## src/design/bzease_pkg.sv

```systemverilog
// Shared types and constants for the cubic Bezier easing bisection block.
// Holds the datapath command and status words and the field widths.
// Depends on nothing; every other design file imports it.
`default_nettype none

package bzease_pkg;

	// Field widths of the stream words and the configuration registers.
	localparam int XPOS_W    = 17;
	localparam int CTRL_W    = 7;
	localparam int YOUT_W    = 17;
	localparam int TOL_W     = 16;
	localparam int ITER_W    = 7;
	localparam int S_TDATA_W = 48;
	localparam int M_TDATA_W = 24;
	localparam int CFG_IDX_W = 1;

	// Default number of fraction bits inside the datapath.
	localparam int FRAC_BITS_DEF = 16;

	// Register indexes on the configuration port and their reset values.
	localparam logic [CFG_IDX_W-1:0] REG_TOLERANCE = 1'b0;
	localparam logic [CFG_IDX_W-1:0] REG_MAX_ITER  = 1'b1;
	localparam logic [TOL_W-1:0]     TOL_RST       = 16'd7;
	localparam logic [ITER_W-1:0]    MAX_ITER_RST  = 7'd100;

	// Operations the controller asks of the datapath, one per cycle.
	typedef enum logic [3:0] {
		OP_NONE,
		OP_LOAD,
		OP_SETU,
		OP_T2,
		OP_T3,
		OP_U2,
		OP_W1,
		OP_W2,
		OP_M1,
		OP_M2,
		OP_SUM,
		OP_DIV,
		OP_ERR,
		OP_STEP,
		OP_OUT
	} dp_op_t;

	// Command word from the controller.
	typedef struct packed {
		dp_op_t op;
		logic   sel_y;
	} dp_cmd_t;

	// Status word back to the controller.
	typedef struct packed {
		logic div_busy;
		logic tol_met;
	} dp_sts_t;

endpackage

`default_nettype wire

```

## src/design/bzease_dp.sv

```systemverilog
// Datapath of the Bezier easing solver: one shared multiplier, the Bezier
// term registers, a fold-based divide by 127 and the bisection bounds.
// Depends on bzease_pkg; driven by commands from bzease_ctrl.
`default_nettype none

module bzease_dp #(
	parameter int FRAC_BITS = bzease_pkg::FRAC_BITS_DEF
) (
	input  wire                              clk,
	input  wire bzease_pkg::dp_cmd_t         cmd,
	output bzease_pkg::dp_sts_t              sts,
	input  wire [bzease_pkg::XPOS_W-1:0]     x_pos,
	input  wire [bzease_pkg::CTRL_W-1:0]     ctrl_x1,
	input  wire [bzease_pkg::CTRL_W-1:0]     ctrl_y1,
	input  wire [bzease_pkg::CTRL_W-1:0]     ctrl_x2,
	input  wire [bzease_pkg::CTRL_W-1:0]     ctrl_y2,
	input  wire [bzease_pkg::TOL_W-1:0]      tolerance,
	output logic [bzease_pkg::YOUT_W-1:0]    y_out,
	output logic                             converged
);
	import bzease_pkg::*;

	// Widths: t-like values reach ONE, weights reach about 3*ONE.
	localparam int TW  = FRAC_BITS + 1;
	localparam int WW  = FRAC_BITS + 2;
	localparam int AW  = FRAC_BITS + 3;
	localparam int PW  = AW + TW;
	localparam int MW  = WW + CTRL_W;
	localparam int SW  = FRAC_BITS + 11;
	localparam int HW  = SW - 7;
	localparam int T3W = TW + 7;
	localparam int EW  = FRAC_BITS + 3;
	localparam int CW  = EW + 16;
	localparam int XSW = XPOS_W + FRAC_BITS;
	localparam int YSW = TW + 16;
	localparam logic [TW-1:0] ONE_T  = {1'b1, {FRAC_BITS{1'b0}}};
	localparam logic [TW-1:0] HALF_T = {2'b01, {(FRAC_BITS - 1){1'b0}}};

	logic [TW-1:0]          xt_q, lo_q, mid_q, hi_q;
	logic [TW-1:0]          u_q, t2_q, t3_q, u2_q, quot_q;
	logic [WW-1:0]          w1_q, w2_q;
	logic [T3W-1:0]         t3s_q;
	logic [MW-1:0]          m2_q;
	logic [SW-1:0]          acc_q;
	logic signed [EW-1:0]   el_q, em_q;
	logic                   conv_q;
	logic [CTRL_W-1:0]      px1_q, py1_q, px2_q, py2_q;
	logic [YOUT_W-1:0]      yout_q;
	logic                   convout_q;

	logic [AW-1:0]          mul_a;
	logic [TW-1:0]          mul_b;
	logic [PW-1:0]          prod, prod_sh;
	logic [CTRL_W-1:0]      p1, p2;
	logic [HW-1:0]          acc_hi;
	logic [TW-1:0]          b_fin;
	logic [XSW-1:0]         xs, xs_sh;
	logic [TW-1:0]          target;
	logic [EW-1:0]          mag;
	logic [CW-1:0]          err_scaled, tol_scaled;
	logic                   tol_met;
	logic                   el_neg, el_pos, em_neg, em_pos, opposite;
	logic [TW:0]            mid_lo_sum, hi_mid_sum;
	logic [YSW-1:0]         ys;

	// Control bytes of the coordinate being evaluated.
	assign p1 = cmd.sel_y ? py1_q : px1_q;
	assign p2 = cmd.sel_y ? py2_q : px2_q;

	// Target x rescaled from Q1.16 to the internal fraction width.
	assign xs     = {x_pos, {FRAC_BITS{1'b0}}};
	assign xs_sh  = xs >> 16;
	assign target = xs_sh[TW-1:0];

	// Operand selection for the shared multiplier.
	always_comb begin
		unique case (cmd.op)
			OP_T2: begin
				mul_a = AW'(mid_q);
				mul_b = mid_q;
			end
			OP_T3: begin
				mul_a = AW'(t2_q);
				mul_b = mid_q;
			end
			OP_U2: begin
				mul_a = AW'(u_q);
				mul_b = u_q;
			end
			OP_W1: begin
				mul_a = AW'(u2_q) + (AW'(u2_q) << 1);
				mul_b = mid_q;
			end
			OP_W2: begin
				mul_a = AW'(u_q) + (AW'(u_q) << 1);
				mul_b = t2_q;
			end
			OP_M1: begin
				mul_a = AW'(w1_q);
				mul_b = TW'(p1);
			end
			OP_M2: begin
				mul_a = AW'(w2_q);
				mul_b = TW'(p2);
			end
			default: begin
				mul_a = '0;
				mul_b = '0;
			end
		endcase
	end

	assign prod    = PW'(mul_a) * PW'(mul_b);
	assign prod_sh = prod >> FRAC_BITS;

	// Divide by 127: fold the bits above seven back onto the low seven.
	assign acc_hi = acc_q[SW-1:7];
	assign b_fin  = quot_q + TW'(acc_q[6:0] == 7'h7f);

	// Tolerance test on the midpoint error.
	assign mag        = em_q[EW-1] ? (~em_q + EW'(1)) : em_q;
	assign err_scaled = {mag, 16'h0000};
	assign tol_scaled = CW'({tolerance, {FRAC_BITS{1'b0}}});
	assign tol_met    = err_scaled < tol_scaled;

	// Sign comparison of the errors at the low bound and the midpoint.
	assign el_neg   = el_q[EW-1];
	assign el_pos   = !el_q[EW-1] && (el_q != '0);
	assign em_neg   = em_q[EW-1];
	assign em_pos   = !em_q[EW-1] && (em_q != '0);
	assign opposite = (el_neg && em_pos) || (el_pos && em_neg);

	assign mid_lo_sum = {1'b0, mid_q} + {1'b0, lo_q};
	assign hi_mid_sum = {1'b0, hi_q} + {1'b0, mid_q};

	// Output rescaled from the internal fraction width to Q1.16.
	assign ys = {b_fin, 16'h0000} >> FRAC_BITS;

	// Register updates, one operation per cycle.
	always_ff @(posedge clk) begin
		unique case (cmd.op)
			OP_LOAD: begin
				xt_q   <= target;
				lo_q   <= '0;
				mid_q  <= HALF_T;
				hi_q   <= ONE_T;
				el_q   <= EW'(target);
				conv_q <= 1'b0;
				px1_q  <= ctrl_x1;
				py1_q  <= ctrl_y1;
				px2_q  <= ctrl_x2;
				py2_q  <= ctrl_y2;
			end
			OP_SETU: begin
				u_q <= ONE_T - mid_q;
			end
			OP_T2: begin
				t2_q <= prod_sh[TW-1:0];
			end
			OP_T3: begin
				t3_q <= prod_sh[TW-1:0];
			end
			OP_U2: begin
				u2_q  <= prod_sh[TW-1:0];
				t3s_q <= {t3_q, 7'h00} - T3W'(t3_q);
			end
			OP_W1: begin
				w1_q <= prod_sh[WW-1:0];
			end
			OP_W2: begin
				w2_q <= prod_sh[WW-1:0];
			end
			OP_M1: begin
				acc_q <= SW'(prod[MW-1:0]);
			end
			OP_M2: begin
				m2_q <= prod[MW-1:0];
			end
			OP_SUM: begin
				acc_q  <= acc_q + SW'(m2_q) + SW'(t3s_q);
				quot_q <= '0;
			end
			OP_DIV: begin
				if (acc_hi != '0) begin
					quot_q <= quot_q + TW'(acc_hi);
					acc_q  <= SW'(acc_hi) + SW'(acc_q[6:0]);
				end
			end
			OP_ERR: begin
				em_q <= EW'(xt_q) - EW'(b_fin);
			end
			OP_STEP: begin
				if (tol_met) begin
					conv_q <= 1'b1;
				end else if (opposite) begin
					hi_q  <= mid_q;
					mid_q <= mid_lo_sum[TW:1];
				end else begin
					lo_q  <= mid_q;
					mid_q <= hi_mid_sum[TW:1];
					el_q  <= em_q;
				end
			end
			OP_OUT: begin
				yout_q    <= ys[YOUT_W-1:0];
				convout_q <= conv_q;
			end
			default: begin
			end
		endcase
	end

	assign sts.div_busy = acc_hi != '0;
	assign sts.tol_met  = tol_met;
	assign y_out        = yout_q;
	assign converged    = convout_q;

endmodule

`default_nettype wire

```

## src/design/bzease_ctrl.sv

```systemverilog
// Controller of the Bezier easing solver: sequences the curve evaluation,
// the bisection steps and the output word handshake.
// Depends on bzease_pkg; commands bzease_dp.
`default_nettype none

module bzease_ctrl (
	input  wire                             clk,
	input  wire                             arst_n,
	input  wire                             s_tvalid,
	output logic                            s_tready,
	output logic                            m_tvalid,
	input  wire                             m_tready,
	input  wire [bzease_pkg::ITER_W-1:0]    max_iterations,
	input  wire bzease_pkg::dp_sts_t        sts,
	output bzease_pkg::dp_cmd_t             cmd
);
	import bzease_pkg::*;

	typedef enum logic [14:0] {
		S_IDLE  = 15'h0001,
		S_CHECK = 15'h0002,
		S_SETU  = 15'h0004,
		S_T2    = 15'h0008,
		S_T3    = 15'h0010,
		S_U2    = 15'h0020,
		S_W1    = 15'h0040,
		S_W2    = 15'h0080,
		S_M1    = 15'h0100,
		S_M2    = 15'h0200,
		S_SUM   = 15'h0400,
		S_DIV   = 15'h0800,
		S_ERR   = 15'h1000,
		S_STEP  = 15'h2000,
		S_FIN   = 15'h4000
	} state_t;

	state_t              state_q, state_nxt;
	dp_op_t              op;
	logic [ITER_W-1:0]   iter_q;
	logic                sel_y_q;
	logic                m_valid_q;

	// Next state and the datapath operation of the current state.
	always_comb begin
		state_nxt = state_q;
		op        = OP_NONE;
		s_tready  = 1'b0;
		unique case (state_q)
			S_IDLE: begin
				s_tready = 1'b1;
				if (s_tvalid) begin
					op        = OP_LOAD;
					state_nxt = S_CHECK;
				end
			end
			S_CHECK: begin
				state_nxt = S_SETU;
			end
			S_SETU: begin
				op        = OP_SETU;
				state_nxt = S_T2;
			end
			S_T2: begin
				op        = OP_T2;
				state_nxt = S_T3;
			end
			S_T3: begin
				op        = OP_T3;
				state_nxt = S_U2;
			end
			S_U2: begin
				op        = OP_U2;
				state_nxt = S_W1;
			end
			S_W1: begin
				op        = OP_W1;
				state_nxt = S_W2;
			end
			S_W2: begin
				op        = OP_W2;
				state_nxt = S_M1;
			end
			S_M1: begin
				op        = OP_M1;
				state_nxt = S_M2;
			end
			S_M2: begin
				op        = OP_M2;
				state_nxt = S_SUM;
			end
			S_SUM: begin
				op        = OP_SUM;
				state_nxt = S_DIV;
			end
			S_DIV: begin
				op = OP_DIV;
				if (!sts.div_busy) begin
					state_nxt = sel_y_q ? S_FIN : S_ERR;
				end
			end
			S_ERR: begin
				op        = OP_ERR;
				state_nxt = S_STEP;
			end
			S_STEP: begin
				op        = OP_STEP;
				state_nxt = sts.tol_met ? S_SETU : S_CHECK;
			end
			S_FIN: begin
				if (!m_valid_q || m_tready) begin
					op        = OP_OUT;
					state_nxt = S_IDLE;
				end
			end
			default: begin
				state_nxt = S_IDLE;
			end
		endcase
	end

	// State, step counter, coordinate select and output valid.
	always_ff @(posedge clk or negedge arst_n) begin
		if (!arst_n) begin
			state_q   <= S_IDLE;
			iter_q    <= '0;
			sel_y_q   <= 1'b0;
			m_valid_q <= 1'b0;
		end else begin
			state_q <= state_nxt;
			if (op == OP_LOAD) begin
				iter_q  <= '0;
				sel_y_q <= 1'b0;
			end else if (state_q == S_CHECK && iter_q == max_iterations) begin
				sel_y_q <= 1'b1;
			end else if (op == OP_STEP) begin
				if (sts.tol_met) begin
					sel_y_q <= 1'b1;
				end else begin
					iter_q <= iter_q + ITER_W'(1);
				end
			end
			if (op == OP_OUT) begin
				m_valid_q <= 1'b1;
			end else if (m_tready) begin
				m_valid_q <= 1'b0;
			end
		end
	end

	assign m_tvalid  = m_valid_q;
	assign cmd.op    = op;
	assign cmd.sel_y = sel_y_q;

endmodule

`default_nettype wire

```

## src/design/bezier_easing_bisection_top.sv

```systemverilog
// Cubic Bezier easing by bisection: each bisection step (at most max_iterations) runs the
// curve evaluation through the one shared multiplier, a divide by 127 that folds until
// nothing is left above bit seven, the error and the step; a final evaluation gives y.
// One item at a time; the next item is taken while the result word waits. Reset (async,
// active low) empties the block and sets tolerance 7 and max_iterations 100.
`default_nettype none

module bezier_easing_bisection_top #(
	parameter int FRAC_BITS = bzease_pkg::FRAC_BITS_DEF
) (
	input  wire                                clk,
	input  wire                                arst_n,
	input  wire                                s_tvalid,
	output logic                               s_tready,
	// Fields from bit 0: x_pos[16:0], ctrl_x1[23:17], ctrl_y1[30:24],
	// ctrl_x2[37:31], ctrl_y2[44:38], zero fill.
	input  wire [bzease_pkg::S_TDATA_W-1:0]    s_tdata,
	output logic                               m_tvalid,
	input  wire                                m_tready,
	// Fields from bit 0: y_out[16:0], converged[17], zero fill.
	output logic [bzease_pkg::M_TDATA_W-1:0]   m_tdata,
	input  wire                                cfg_we,
	input  wire [bzease_pkg::CFG_IDX_W-1:0]    cfg_index,
	input  wire [bzease_pkg::TOL_W-1:0]        cfg_wdata
);
	import bzease_pkg::*;

	logic [TOL_W-1:0]    tolerance_q;
	logic [ITER_W-1:0]   max_iter_q;
	dp_cmd_t             cmd;
	dp_sts_t             sts;
	logic [YOUT_W-1:0]   y_out;
	logic                converged;

	// Configuration registers.
	always_ff @(posedge clk or negedge arst_n) begin
		if (!arst_n) begin
			tolerance_q <= TOL_RST;
			max_iter_q  <= MAX_ITER_RST;
		end else if (cfg_we) begin
			unique case (cfg_index)
				REG_TOLERANCE: tolerance_q <= cfg_wdata;
				REG_MAX_ITER:  max_iter_q  <= cfg_wdata[ITER_W-1:0];
				default: begin
				end
			endcase
		end
	end

	bzease_ctrl u_ctrl (
		.clk            (clk),
		.arst_n         (arst_n),
		.s_tvalid       (s_tvalid),
		.s_tready       (s_tready),
		.m_tvalid       (m_tvalid),
		.m_tready       (m_tready),
		.max_iterations (max_iter_q),
		.sts            (sts),
		.cmd            (cmd)
	);

	bzease_dp #(
		.FRAC_BITS (FRAC_BITS)
	) u_dp (
		.clk       (clk),
		.cmd       (cmd),
		.sts       (sts),
		.x_pos     (s_tdata[16:0]),
		.ctrl_x1   (s_tdata[23:17]),
		.ctrl_y1   (s_tdata[30:24]),
		.ctrl_x2   (s_tdata[37:31]),
		.ctrl_y2   (s_tdata[44:38]),
		.tolerance (tolerance_q),
		.y_out     (y_out),
		.converged (converged)
	);

	// Result word.
	assign m_tdata = {6'b000000, converged, y_out};

endmodule

`default_nettype wire
```

## config.mk

```make
export PLATFORM = sky130hd
export DESIGN_NAME = bezier_easing_bisection_top
export DESIGN_NICKNAME = d
export VERILOG_FILES = /design/src/design/bzease_pkg.sv /design/src/design/bzease_dp.sv /design/src/design/bzease_ctrl.sv /design/src/design/bezier_easing_bisection_top.sv
export SDC_FILE = /design/constraint.sdc
export NUM_CORES = 2
export LEC_CHECK = 0
export ABC_CLOCK_PERIOD_IN_PS = 14050
export BUFFER_PORTS_ARGS = -buffer_cell sky130_fd_sc_hd__buf_4
export CAP_MARGIN = 5
export CORE_MARGIN = 1.5
export CORE_UTILIZATION = 60
export CTS_CLUSTER_DIAMETER = 150
export DETAILED_ROUTE_END_ITERATION = 10
export PLACE_DENSITY = 0.77
export SYNTH_ARGS = -nofsm -noshare
export SYNTH_HDL_FRONTEND = slang
export SYNTH_HIERARCHICAL = 1
export SYNTH_SLANG_ARGS = --single-unit
```

## constraint.sdc

```tcl
create_clock -name clk -period 14.05 [get_ports clk]
set_clock_uncertainty 0.05 [all_clocks]
set_input_delay 1.405 -clock clk [delete_from_list [all_inputs] [get_ports clk]]
set_output_delay 1.405 -clock clk [all_outputs]
set_load 0.05 [all_outputs]
```

==> results.toml <==
[synthesis]
synth-seq-area-share = 0.353
synth_edf_count = 348
synthTopCellsByCount = "inv_1, nand2_1, edfxtp_1, nor2_1, fa_1"
syn-cell-area_sq_um = 33000
synth_top_cell_by_area = "edfxtp_1"
synth_top_area_share = 0.317
synthTopCellsByArea = "edfxtp_1, fa_1, ha_1"
synthCells = 3215
yosysMostFrequentCell = "inv_1"
yosysWarnings = 6
ys_async_sr_fraction = 0.119
synth_ff_type = "edfxtp_1"
synth.distinct_cells = 93
ys_ff_latch = 395
syn_avg_cell_area_sq_um = 10.3

[setup_path]
cp-start-kind = "register"
r2r_cells = 33
reg2reg_slack_ps = 2510
r2r_start = "u_ctrl/state_q[12]"
crit_slowest_cell = "xor2_1"
critPathRequiredTime_ps = 14430
arrival_ps = 11920
crit_path_max_fanout = 17
end_kind = "register"
critPathMaxStageDelay_ps = 960
r2r-end = "u_dp/acc_q[22]"
crit_type = "reg -> reg"

[sta]
fin_tns_setup_ps = 0
timing_hold_violations_final = 0
min_period_over_period = 0.821
final-setup-viol-count = 0
rsz0062_at_grt = "false"
clock.fmax_ghz = 0.0866
fin_crit_ps = 11540
relSlewSlack = 0.186
worst_pin_slew_ps = 1220
slew_violations = 0

[detailed_routing]
routed_wl_mm = 87.1
drc = 0
vias_per_cell = 6.13
drt-wirelength-per-cell_um = 21.7
ant_nets = 0
vias = 24700
drt_iter0_markers = 2308
dr.pass1.iters = 8

[worst_hold_path]
worstHoldPathCells = 0
hold_class = "reg -> reg"
min_from = "u_dp/conv_q"
holdPathEnd = "u_dp/converged"

[power_and_ir_drop]
power.density_nw_per_um2 = 93.5
p_leak_nw = 15.2
ir_worst_vdd_mv = 0.0881
total_power_mw = 3.35

[cts]
cts_hold_buf = 0
cts_buffer_depth = 3
numClockSinks = 395
insertion_delay_ps = 580
clkTransAtPathRegs_ps = 60
cts_tree = "yes"
cts_resized = 0
cts-buffers-inserted = 43
h-tree-depth = 2
clockRootBuffer = "clkbuf_16"
post_cts_buffers = 0

[final_layout]
seqCellArea_sq_um = 11600
syn_to_final_growth_pct = 8.67
drive_gt1_frac = 0.0893
num_antenna_cells = 0
multi_input_area_sq_um = 19400
final_nets = 3892
fillers = 4139

[floorplan]
start_util = 0.610
fp.dieW_um = 237
io_pins = 96
fp-row-count = 85
core-area_sq_um = 54000
dieHeight_um = 237
die_area_sq_um = 56300

[placement]
routabilityCongestion = 0.970
place_hpwl_mm = 66.3
portBuffers = 86

[grt]
grt_pass1_vias = 25300
overflow = 0
grt_max_degree = 55
grt_use_total = 0.314
grt_pass1_wl_mm = 138
antenna_found_initial = 0

[outcome]
status = "completed"

[job]
max_cap_violations = 0
[how the worst max path moves through the flow]
stage	startpoint	end	slack, ps	cells after the start
CTS	u_ctrl/state_q[12]	u_dp/acc_q[22]	2820	34
global placement	m_tready	u_dp/acc_q[22]	2640	35
floorplan	m_tready	u_dp/t2_q[16]	3700	32
finish	u_ctrl/state_q[12]	u_dp/acc_q[22]	2510	33
global route	u_ctrl/state_q[12]	u_dp/acc_q[22]	2070	32
detailed placement	m_tready	u_dp/acc_q[22]	2450	35
[power breakdown]
group	switching, mW	internal [mW]
Clock	0.470	0.659
Sequential	0.0837	1.44
Combinational	0.431	0.268
[cell type report]
type	count	share of cell area
flip-flops and latches	395	0.325
clock inverters	24	0.00657
inverters	427	0.0447
clock buffers	55	0.0325
well taps	696	0.0243
multi-input cells	2302	0.541
repair buffers	123	0.0258
[logic make-up after synthesis]
kind of cell / after synthesis / synth area share
fa+ha+maj: 530 / 0.266
simple gates: 1003 / 0.141
buf+inv: 523 / 0.0621
compound gates: 502 / 0.104
mux: 51 / 0.0184
flops: 395 / 0.353
other cells: 1 / 0.000114
xor+xnor: 210 / 0.0562
[metal layers]
metal / GRT usage / up-vias / wire length (um)
li1: - / 11100 / -
met1: 0.409 / 12300 / 34500
met2: 0.532 / 1069 / 42000
met3: 0.0444 / 231 / 6810
met4: 0.129 / 0 / 3770
met5: 0 / - / 0
[per-stage QoR]
step / area, sq um / utilization / hold WS, ps / worst slack (ps) / std cells
2_1_floorplan: 33000 / - / 350 / 3700 / 3220
3_3_place_gp: 34400 / 0.637 / 361 / 2640 / 3943
3_5_place_dp: 34400 / 0.637 / 357 / 2450 / 3943
4_1_cts: 35800 / 0.663 / 371 / 2820 / 4022
5_1_grt: 35800 / 0.663 / 405 / 2070 / 4022
6_report: 35800 / 0.663 / 372 / 2510 / 4022
[flip-flops by register name, indices dropped and copies added, names as in the netlist, 18 cells and up]
name	cells
u_dp/acc_q	27
u_dp/el_q	18
u_dp/em_q	18
u_dp/m2_q	25
u_dp/t3s_q	24
u_dp/w1_q	18
u_dp/w2_q	18
[layout by cell type, fill, tap and decap left out, drive strengths merged, types with 46 or more instances in the layout]
master | synthesis | final
ha | 246 | 246
xnor2 | 135 | 135
nand3 | 53 | 53
clkbuf | 74 | 55
mux2 | 46 | 46
a21o | 50 | 50
a21oi | 115 | 115
xor2 | 74 | 74
fa | 284 | 284
o21ai | 99 | 99
edfxtp | 348 | 348
nor3 | 53 | 53
nor2 | 292 | 292
inv | 427 | 427
buf | 22 | 123
nand2 | 370 | 370
[critical path, delay by kind of cell (launching register included)]
kind                       cells  cell delay (ps)
xor gates and xnor gates       1              960
adders and majority gates      7             3200
and+or+nand+nor               11             3150
AOI/OAI and AO/OA              9             2830
DFF                            1              430
buffers and inverters          5              740
Power figures use the tool's default switching activity.
